File: src/brl_pkg.sv
// ----------------------------------------------------------------------------
// brl_pkg
// Shared constants, codes and types of the bounded record list unit.
// ----------------------------------------------------------------------------
package brl_pkg;

  localparam int CAPACITY   = 16;
  localparam int NAME_BYTES = 19;
  localparam int NAME_W     = NAME_BYTES * 8;
  localparam int IDX_W      = $clog2(CAPACITY);
  localparam int SLOT_W     = $clog2(CAPACITY + 1);
  localparam int CNT_W      = $clog2(CAPACITY + 1);
  localparam int POS_W      = 4;
  localparam int LEN_W      = 5;

  localparam logic [SLOT_W-1:0] NONE_SLOT = SLOT_W'(CAPACITY);

  localparam logic [1:0] OP_PUSH_FRONT = 2'd0;
  localparam logic [1:0] OP_PUSH_BACK  = 2'd1;
  localparam logic [1:0] OP_REMOVE     = 2'd2;
  localparam logic [1:0] OP_SEARCH     = 2'd3;

  localparam logic [1:0] STATUS_OK   = 2'd0;
  localparam logic [1:0] STATUS_MISS = 2'd1;
  localparam logic [1:0] STATUS_FULL = 2'd2;

  typedef logic [SLOT_W-1:0] slot_t;
  typedef logic [IDX_W-1:0]  idx_t;

  typedef struct packed {
    logic [63:0]        name_low;
    logic [63:0]        name_mid;
    logic [23:0]        name_high;
    logic signed [31:0] phone;
  } record_t;

  typedef enum logic [2:0] {
    ST_IDLE,
    ST_PUSH,
    ST_PUSH_TAIL,
    ST_RM_STEP,
    ST_RM_FIX,
    ST_SR_STEP,
    ST_FINISH
  } state_t;

endpackage

File: src/brl_req_if.sv
// ----------------------------------------------------------------------------
// brl_req_if
// Request channel: operation, position, name and phone with valid/ready.
// ----------------------------------------------------------------------------
interface brl_req_if;
  logic               valid;
  logic               ready;
  logic [1:0]         op;
  logic [3:0]         position;
  logic [63:0]        name_low;
  logic [63:0]        name_mid;
  logic [23:0]        name_high;
  logic signed [31:0] phone;

  modport source (output valid, op, position, name_low, name_mid, name_high, phone,
                  input ready);
  modport sink   (input valid, op, position, name_low, name_mid, name_high, phone,
                  output ready);
endinterface

File: src/brl_rsp_if.sv
// ----------------------------------------------------------------------------
// brl_rsp_if
// Response channel: status, returned record and list length with valid/ready.
// ----------------------------------------------------------------------------
interface brl_rsp_if;
  logic               valid;
  logic               ready;
  logic [1:0]         status;
  logic [63:0]        found_name_low;
  logic [63:0]        found_name_mid;
  logic [23:0]        found_name_high;
  logic signed [31:0] found_phone;
  logic [4:0]         list_length;

  modport source (output valid, status, found_name_low, found_name_mid,
                  found_name_high, found_phone, list_length, input ready);
  modport sink   (input valid, status, found_name_low, found_name_mid,
                  found_name_high, found_phone, list_length, output ready);
endinterface

File: src/brl_record_store.sv
// ----------------------------------------------------------------------------
// brl_record_store
// Record memory: one write port, one read port with registered read data.
// ----------------------------------------------------------------------------
module brl_record_store (
  input  logic            clk,
  input  logic            wr_en,
  input  brl_pkg::idx_t   wr_addr,
  input  brl_pkg::record_t wr_data,
  input  logic            rd_en,
  input  brl_pkg::idx_t   rd_addr,
  output brl_pkg::record_t rd_data
);
  import brl_pkg::*;

  record_t mem [CAPACITY];

  always_ff @(posedge clk) begin
    if (wr_en) begin
      mem[wr_addr] <= wr_data;
    end
  end

  // read data holds while no read is issued
  always_ff @(posedge clk) begin
    if (rd_en) begin
      rd_data <= mem[rd_addr];
    end
  end

endmodule

File: src/bounded_record_list_unit.sv
// ----------------------------------------------------------------------------
// bounded_record_list_unit
// Linked list of up to CAPACITY name/phone records kept in slot memories.
// ----------------------------------------------------------------------------
// Records sit in a record memory and a link memory, both with registered reads;
// unused slots form a free chain. One request is worked at a time and one
// response comes back per request. Each request has an accept step and a step
// loading the response register; between them a push writes the new slot, and
// a push back onto a non-empty list then links it from the old tail; remove at
// position p walks to the slot, then for p > 0 rewrites the previous link;
// search walks until a match or the list end; errors have nothing between.
// The walk through the link memory, one slot per cycle, sets the length of
// remove and search. The next request is taken while a response still waits.
module bounded_record_list_unit (
  input  logic clk,
  input  logic rst,
  brl_req_if.sink   req,
  brl_rsp_if.source rsp
);
  import brl_pkg::*;

  function automatic logic [NAME_W-1:0] normalize(input logic [NAME_W-1:0] raw);
    logic [NAME_W-1:0] res;
    logic              ended;
    res   = '0;
    ended = 1'b0;
    for (int i = 0; i < NAME_BYTES; i++) begin
      if (raw[8*i +: 8] == 8'd0) begin
        ended = 1'b1;
      end
      res[8*i +: 8] = ended ? 8'd0 : raw[8*i +: 8];
    end
    return res;
  endfunction

  state_t state, state_next;

  slot_t             head, tail, free_head;
  logic [CNT_W-1:0]  count;
  logic [1:0]        op_r;
  logic [POS_W-1:0]  pos_r;
  logic [POS_W-1:0]  step;
  logic [NAME_W-1:0] key_r;
  logic signed [31:0] phone_r;
  slot_t             cur, prev, nxt_r;
  logic [1:0]        res_status;
  logic              res_found;

  logic               out_valid;
  logic [1:0]         out_status;
  record_t            out_rec;
  logic [LEN_W-1:0]   out_len;

  // link memory, with per-slot valid bits standing for the reset free chain
  slot_t               link_mem [CAPACITY];
  logic [CAPACITY-1:0] link_vld;
  slot_t               link_rdata;

  logic  lk_rd_en, lk_we, rec_rd_en, rec_we, out_load;
  idx_t  lk_raddr, lk_waddr, rec_raddr;
  slot_t lk_wdata;
  record_t rec_wdata, rec_rdata;

  logic accept, full, range_err, hit, match;

  assign accept    = req.valid && req.ready;
  assign full      = (count == CNT_W'(CAPACITY)) || (free_head == NONE_SLOT);
  assign range_err = (CNT_W'(req.position) >= count) || (head == NONE_SLOT);
  assign hit       = (step == pos_r);
  assign match     = ({rec_rdata.name_high, rec_rdata.name_mid, rec_rdata.name_low}
                      == key_r);

  assign rec_wdata.name_low  = key_r[63:0];
  assign rec_wdata.name_mid  = key_r[127:64];
  assign rec_wdata.name_high = key_r[151:128];
  assign rec_wdata.phone     = phone_r;

  brl_record_store u_store (
    .clk     (clk),
    .wr_en   (rec_we),
    .wr_addr (free_head[IDX_W-1:0]),
    .wr_data (rec_wdata),
    .rd_en   (rec_rd_en),
    .rd_addr (rec_raddr),
    .rd_data (rec_rdata)
  );

  always_ff @(posedge clk) begin
    if (lk_we) begin
      link_mem[lk_waddr] <= lk_wdata;
    end
  end

  always_ff @(posedge clk) begin
    if (rst) begin
      link_vld <= '0;
    end else if (lk_we) begin
      link_vld[lk_waddr] <= 1'b1;
    end
  end

  always_ff @(posedge clk) begin
    if (lk_rd_en) begin
      link_rdata <= link_vld[lk_raddr] ? link_mem[lk_raddr]
                                       : SLOT_W'(lk_raddr) + SLOT_W'(1);
    end
  end

  // next state
  always_comb begin
    state_next = state;
    case (state)
      ST_IDLE: begin
        if (accept) begin
          case (req.op)
            OP_PUSH_FRONT, OP_PUSH_BACK: state_next = full ? ST_FINISH : ST_PUSH;
            OP_REMOVE:                   state_next = range_err ? ST_FINISH : ST_RM_STEP;
            default:                     state_next = (head == NONE_SLOT) ? ST_FINISH
                                                                          : ST_SR_STEP;
          endcase
        end
      end
      ST_PUSH: begin
        state_next = (op_r == OP_PUSH_BACK && tail != NONE_SLOT) ? ST_PUSH_TAIL
                                                                 : ST_FINISH;
      end
      ST_PUSH_TAIL: state_next = ST_FINISH;
      ST_RM_STEP: begin
        if (hit) begin
          state_next = (prev == NONE_SLOT) ? ST_FINISH : ST_RM_FIX;
        end
      end
      ST_RM_FIX: state_next = ST_FINISH;
      ST_SR_STEP: begin
        if (match || link_rdata == NONE_SLOT) begin
          state_next = ST_FINISH;
        end
      end
      ST_FINISH: begin
        if (out_load) begin
          state_next = ST_IDLE;
        end
      end
      default: state_next = ST_IDLE;
    endcase
  end

  // memory control and handshake
  always_comb begin
    req.ready = 1'b0;
    lk_rd_en  = 1'b0;
    lk_raddr  = head[IDX_W-1:0];
    lk_we     = 1'b0;
    lk_waddr  = free_head[IDX_W-1:0];
    lk_wdata  = NONE_SLOT;
    rec_rd_en = 1'b0;
    rec_raddr = head[IDX_W-1:0];
    rec_we    = 1'b0;
    out_load  = 1'b0;
    case (state)
      ST_IDLE: begin
        req.ready = 1'b1;
        if (accept) begin
          case (req.op)
            OP_PUSH_FRONT, OP_PUSH_BACK: begin
              lk_rd_en = !full;
              lk_raddr = free_head[IDX_W-1:0];
            end
            OP_REMOVE: begin
              lk_rd_en  = !range_err;
              rec_rd_en = !range_err;
            end
            default: begin
              lk_rd_en  = (head != NONE_SLOT);
              rec_rd_en = (head != NONE_SLOT);
            end
          endcase
        end
      end
      ST_PUSH: begin
        rec_we   = 1'b1;
        lk_we    = 1'b1;
        lk_waddr = free_head[IDX_W-1:0];
        lk_wdata = (op_r == OP_PUSH_FRONT) ? head : NONE_SLOT;
      end
      ST_PUSH_TAIL: begin
        lk_we    = 1'b1;
        lk_waddr = tail[IDX_W-1:0];
        lk_wdata = cur;
      end
      ST_RM_STEP: begin
        if (hit) begin
          // removed slot goes to the front of the free chain
          lk_we    = 1'b1;
          lk_waddr = cur[IDX_W-1:0];
          lk_wdata = free_head;
        end else begin
          lk_rd_en  = 1'b1;
          lk_raddr  = link_rdata[IDX_W-1:0];
          rec_rd_en = 1'b1;
          rec_raddr = link_rdata[IDX_W-1:0];
        end
      end
      ST_RM_FIX: begin
        lk_we    = 1'b1;
        lk_waddr = prev[IDX_W-1:0];
        lk_wdata = nxt_r;
      end
      ST_SR_STEP: begin
        if (!match && link_rdata != NONE_SLOT) begin
          lk_rd_en  = 1'b1;
          lk_raddr  = link_rdata[IDX_W-1:0];
          rec_rd_en = 1'b1;
          rec_raddr = link_rdata[IDX_W-1:0];
        end
      end
      ST_FINISH: out_load = !out_valid || rsp.ready;
      default: ;
    endcase
  end

  // control state
  always_ff @(posedge clk) begin
    if (rst) begin
      state     <= ST_IDLE;
      head      <= NONE_SLOT;
      tail      <= NONE_SLOT;
      free_head <= '0;
      count     <= '0;
      out_valid <= 1'b0;
    end else begin
      state <= state_next;
      if (out_load) begin
        out_valid <= 1'b1;
      end else if (rsp.ready) begin
        out_valid <= 1'b0;
      end
      case (state)
        ST_PUSH: begin
          free_head <= link_rdata;
          count     <= count + CNT_W'(1);
          if (op_r == OP_PUSH_FRONT) begin
            head <= free_head;
            if (tail == NONE_SLOT) begin
              tail <= free_head;
            end
          end else if (tail == NONE_SLOT) begin
            head <= free_head;
            tail <= free_head;
          end
        end
        ST_PUSH_TAIL: tail <= cur;
        ST_RM_STEP: begin
          if (hit) begin
            free_head <= cur;
            count     <= count - CNT_W'(1);
            if (tail == cur) begin
              tail <= prev;
            end
            if (prev == NONE_SLOT) begin
              head <= link_rdata;
            end
          end
        end
        default: ;
      endcase
    end
  end

  // request and walk registers, response payload
  always_ff @(posedge clk) begin
    case (state)
      ST_IDLE: begin
        if (accept) begin
          op_r      <= req.op;
          pos_r     <= req.position;
          key_r     <= normalize({req.name_high, req.name_mid, req.name_low});
          phone_r   <= req.phone;
          cur       <= head;
          prev      <= NONE_SLOT;
          step      <= '0;
          res_found <= 1'b0;
          case (req.op)
            OP_PUSH_FRONT, OP_PUSH_BACK: res_status <= full ? STATUS_FULL : STATUS_OK;
            OP_REMOVE:                   res_status <= range_err ? STATUS_MISS : STATUS_OK;
            default:                     res_status <= STATUS_MISS;
          endcase
        end
      end
      ST_PUSH: cur <= free_head;
      ST_RM_STEP: begin
        if (hit) begin
          nxt_r     <= link_rdata;
          res_found <= 1'b1;
        end else begin
          prev <= cur;
          cur  <= link_rdata;
          step <= step + POS_W'(1);
        end
      end
      ST_SR_STEP: begin
        if (match) begin
          res_found  <= 1'b1;
          res_status <= STATUS_OK;
        end
      end
      ST_FINISH: begin
        if (out_load) begin
          out_status <= res_status;
          out_rec    <= res_found ? rec_rdata : '0;
          out_len    <= LEN_W'(count);
        end
      end
      default: ;
    endcase
  end

  assign rsp.valid           = out_valid;
  assign rsp.status          = out_status;
  assign rsp.found_name_low  = out_rec.name_low;
  assign rsp.found_name_mid  = out_rec.name_mid;
  assign rsp.found_name_high = out_rec.name_high;
  assign rsp.found_phone     = out_rec.phone;
  assign rsp.list_length     = out_len;

endmodule

File: src/flat_wrapper.sv
// flat-port wrapper written by rule: the top's interface ports become plain ports
module bounded_record_list_unit_flat import brl_pkg::*;
  (clk, rst, req_valid, req_op, req_position, req_name_low, req_name_mid, req_name_high, req_phone, req_ready, rsp_valid, rsp_status, rsp_found_name_low, rsp_found_name_mid, rsp_found_name_high, rsp_found_phone, rsp_list_length, rsp_ready);
  brl_req_if req_i ();
  brl_rsp_if rsp_i ();
  input  logic clk;
  input  logic rst;
  input wire logic [$bits(req_i.valid)-1:0] req_valid;
  input wire logic [$bits(req_i.op)-1:0] req_op;
  input wire logic [$bits(req_i.position)-1:0] req_position;
  input wire logic [$bits(req_i.name_low)-1:0] req_name_low;
  input wire logic [$bits(req_i.name_mid)-1:0] req_name_mid;
  input wire logic [$bits(req_i.name_high)-1:0] req_name_high;
  input wire logic [$bits(req_i.phone)-1:0] req_phone;
  output wire logic [$bits(req_i.ready)-1:0] req_ready;
  output wire logic [$bits(rsp_i.valid)-1:0] rsp_valid;
  output wire logic [$bits(rsp_i.status)-1:0] rsp_status;
  output wire logic [$bits(rsp_i.found_name_low)-1:0] rsp_found_name_low;
  output wire logic [$bits(rsp_i.found_name_mid)-1:0] rsp_found_name_mid;
  output wire logic [$bits(rsp_i.found_name_high)-1:0] rsp_found_name_high;
  output wire logic [$bits(rsp_i.found_phone)-1:0] rsp_found_phone;
  output wire logic [$bits(rsp_i.list_length)-1:0] rsp_list_length;
  input wire logic [$bits(rsp_i.ready)-1:0] rsp_ready;
  assign req_i.valid = req_valid;
  assign req_i.op = req_op;
  assign req_i.position = req_position;
  assign req_i.name_low = req_name_low;
  assign req_i.name_mid = req_name_mid;
  assign req_i.name_high = req_name_high;
  assign req_i.phone = req_phone;
  assign req_ready = req_i.ready;
  assign rsp_valid = rsp_i.valid;
  assign rsp_status = rsp_i.status;
  assign rsp_found_name_low = rsp_i.found_name_low;
  assign rsp_found_name_mid = rsp_i.found_name_mid;
  assign rsp_found_name_high = rsp_i.found_name_high;
  assign rsp_found_phone = rsp_i.found_phone;
  assign rsp_list_length = rsp_i.list_length;
  assign rsp_i.ready = rsp_ready;
  bounded_record_list_unit u_core (.clk(clk), .rst(rst), .req(req_i), .rsp(rsp_i));
endmodule
File: config.mk
export PLATFORM = sky130hd
export DESIGN_NAME = bounded_record_list_unit_flat
export DESIGN_NICKNAME = d
export VERILOG_FILES = /design/src/brl_pkg.sv /design/src/brl_req_if.sv /design/src/brl_rsp_if.sv /design/src/brl_record_store.sv /design/src/bounded_record_list_unit.sv /design/src/flat_wrapper.sv
export SDC_FILE = /design/constraint.sdc
export NUM_CORES = 2
export LEC_CHECK = 0
export ABC_CLOCK_PERIOD_IN_PS = 45500
export BUFFER_PORTS_ARGS = -buffer_cell sky130_fd_sc_hd__buf_4
export CORE_ASPECT_RATIO = 2
export CORE_MARGIN = 3
export CORE_UTILIZATION = 60
export DETAILED_ROUTE_END_ITERATION = 10
export PLACE_DENSITY = 0.73
export SKIP_LAST_GASP = 1
export SLEW_MARGIN = 15
export SYNTH_ARGS = -nofsm -noshare
export SYNTH_HDL_FRONTEND = slang
export SYNTH_SLANG_ARGS = --single-unit
File: constraint.sdc
create_clock -name clk -period 45.5 [get_ports clk]
set_input_delay 13.65 -clock clk [delete_from_list [all_inputs] [get_ports clk]]
set_output_delay 13.65 -clock clk [all_outputs]
set_load 0.005 [all_outputs]
==> results.ini <==
[status]
status = finished clean

[grt]
grt_max_degree = 127
antenna_found_initial = 17
grt_pass1_vias = 74700
track_usage = 0.2872
overflow = 0
grt_pass1_wl_mm = 515.3

[logic_synthesis]
synth_seq_area_share = 0.7517
synth_seq_cells = 3656
async_flop_share = 0
yosysUniqueCellTypes = 64
synth-edff-count = 3616
synth_flop_cell = edfxtp_1
postSynthAreaPerCell_um2 = 18.51
netlist_instances = 7860
synth_area_leaders = edfxtp_1 75%, mux2i_1 18%, and2_1 1.4%
yosys.area.top_type = edfxtp_1
ys_warn_count = 0
netlist_area_um2 = 145500
yosys.area.top_type_share = 0.7462
syn_nets = 8064

[timing]
slew_violations = 0
tightest_slew_ps = 1331
skew_ps = 50.41
fin_crit_ps = 17990
fmax_mhz = 55.60
timing.final.ws_setup_ps = 27510
tns_ps = 0
hold_viol = 0
relSlewSlack = 0.1047
setup_viol = 0
rsz0062_at_grt = false
final.period_utilization = 0.3953

[worst_setup_path]
rr_startpoint = u_core.key_r[92]
worstSetupEndpointType = flip-flop
cp.arrival_ps = 18710
reg2reg_slack_ps = 35470
worstSetupPathType = input pin to flip-flop
critPathRequiredTime_ps = 46230
cp_max_fo = 25
r2r_cells = 15
start_kind = input pin
worstReg2RegEnd = u_core.u_store.rd_data[40]

[min_path]
hold_start = u_core.res_status[1]
hold_path.class = flip-flop to flip-flop
hold_end = u_core.rsp.status[1]
hold_depth = 0

[floorplan]
initial_core_util = 0.6033
die_w_um = 354.2
placeableCoreArea_um2 = 241200
io_pins = 387
fp.dieH_um = 702.5
die-area_um2 = 248800
rows = 255

[detailed_routing]
antenna_left = 0
drt-wirelength-per-cell_um = 30.68
drt-total-wl_mm = 361.6
route.vias.total = 73840
drc_errors = 0
vias_per_cell = 6.265
first_pass_iters = 7
drt_iter0_markers = 7618

[final_layout]
final_nets = 8537
design_area_um2 = 162400
syn_to_final_growth_pct = 11.62
drive_above_1_share = 0.1260
fill_cells = 15850
layout.cells.most_common = edfxtp_1
final_cell_mix = 3616 x edfxtp_1, 2641 x mux2i_1, 519 x buf_4

[clock_tree]
cts_tree = built
root_buffer = clkbuf_16
cts_setup_buffers = 0
clockBufferDepth = 4
clock_latency_ps = 900
cts_sinks = 3656
cts_hold_buf = 0
h-tree-depth = 5
path_clk_slew_ps = 60
postCtsResizedCells = 0
cts_buffers = 310

[place]
hpwl_mm = 203.4
postPlaceCellArea_um2 = 152500
place.gp.congestion = 0.8898
portBuffers = 386
post-place-ws_ps = 26610

[pwr]
p_sw_frac = 0.2419
switchingPower_mw = 1.812
clkPwrFrac = 0.352
p_per_area_nw_per_um2 = 46.14
seq_power_share = 0.551
p_int_mw = 5.681
ir_drop_mv = 0.04358
pwr-share-comb = 0.096
leakagePower_nw = 53.28

[flow_run]
max-cap-violations = 0

==> metal layers <==
layer | wire (µm) | up-vias | global-route usage | share of wire
met5 | 54 | - | 0 | 0.00015
met4 | 15070 | 10 | 0.1097 | 0.042
met3 | 27710 | 568 | 0.04214 | 0.077
met2 | 177000 | 3244 | 0.4772 | 0.49
met1 | 141800 | 38410 | 0.3882 | 0.39
li1 | - | 31600 | - | -
==> cell type report <==
class,count,area [µm²],area share
timing repair buffer,539,4312,0.02654
multi-input combinational,3806,34750,0.2139
inverter,20,82.58,0.0005084
clock buffer,380,8297,0.05108
tap,3212,4019,0.02474
clock inverter,171,1580,0.009729
antenna,2,5.005,0.00003081
sequential,3656,109400,0.6734
==> worst max-delay path, stage by stage <==
cell and delay, ps:
buf_4 110, nor4_1 80, nand2_1 90, buf_4 180, and3_1 170, buf_4 330
nand2_1 550, nor4_2 410, buf_4 300, a21boi_2 450, a21boi_4 380, a21boi_4 230
buf_4 270, a21boi_0 250, buf_4 180, a21boi_0 700, and2_1 250
==> how the worst max path moves through the flow <==
stage	startpoint	to	slack (ps)
after global routing	req_name_low[2]	u_core.key_r[148]	27320
after global placement	req_name_low[2]	u_core.key_r[149]	26820
after CTS	req_name_low[2]	u_core.key_r[146]	27530
after detailed placement	req_name_low[2]	u_core.key_r[146]	26610
after floorplan	rsp_ready	u_core.rsp.found_name_high[0]	17890
final	req_name_low[2]	u_core.key_r[146]	27510
==> synth_stat cells (2+ instances only) <==
library cell	n
dfxtp_1	40
or2_2	4
o21ai_0	19
nand3_1	32
a211oi_1	10
nor3_1	12
mux4_2	21
a221o_1	10
buf_1	70
and2_0	2
and3_1	41
xnor2_1	152
nand4_1	35
o211ai_1	40
a22o_1	5
buf_6	2
a21boi_4	2
clkbuf_1	191
a221oi_1	5
a21o_1	9
nor4_1	51
mux2i_1	2642
ha_1	9
inv_1	18
a22oi_1	34
buf_2	115
nand2b_1	8
nand2_1	102
a211o_1	4
a21boi_0	2
and2_1	319
edfxtp_1	3616
a31oi_1	4
mux4_1	2
mux2_2	41
a21oi_1	27
xor2_1	16
o22ai_1	2
nor2b_1	18
o211a_1	2
or3_1	3
nor2_1	101
==> registers in the layout, summed over array words and instances, names as in the netlist, 16 cells and up <==
| name | cells |
|---|---|
| u_core.key_r | 152 |
| u_core.link_mem | 80 |
| u_core.link_vld | 16 |
| u_core.phone_r | 32 |
| u_core.rsp.found_name_high | 24 |
| u_core.rsp.found_name_low | 64 |
| u_core.rsp.found_name_mid | 64 |
| u_core.rsp.found_phone | 32 |
| u_core.u_store.mem | 2944 |
| u_core.u_store.rd_data | 184 |
==> power by group through the flow <==
stage | combinational [mW] | sequential (mW) | clock [mW]
after floorplan | 0.448 | 4.14 | 0
after global placement | 0.709 | 4.19 | 0
after detailed placement | 0.723 | 4.20 | 0
after CTS | 0.726 | 4.13 | 2.67
after global routing | 0.766 | 4.15 | 2.79
final | 0.723 | 4.13 | 2.64
==> cell families after synthesis <==
kind of cell,after synthesis,share of synthesized area
adder cells (fa/ha/maj),10,0.0009114
flip-flops,3656,0.7517
buffers and inverters,398,0.01136
AO/OA/AOI/OAI,190,0.009613
AND/OR/NAND/NOR,731,0.02768
multiplexers,2707,0.1886
XOR/XNOR,168,0.01011
==> per-stage QoR <==
step                      hold WS (ps)  total power [mW]  std cells    util
after CTS                        436.5             7.524      11780  0.6731
after floorplan                  400.3             4.586       7860       -
final                            432.4             7.494      11790  0.6734
after global routing             446.3             7.701      11790  0.6734
after global placement           407.8             4.898      11230  0.6321
after detailed placement         421.9             4.921      11230  0.6322
No activity file was read; power rests on OpenSTA's default activity.
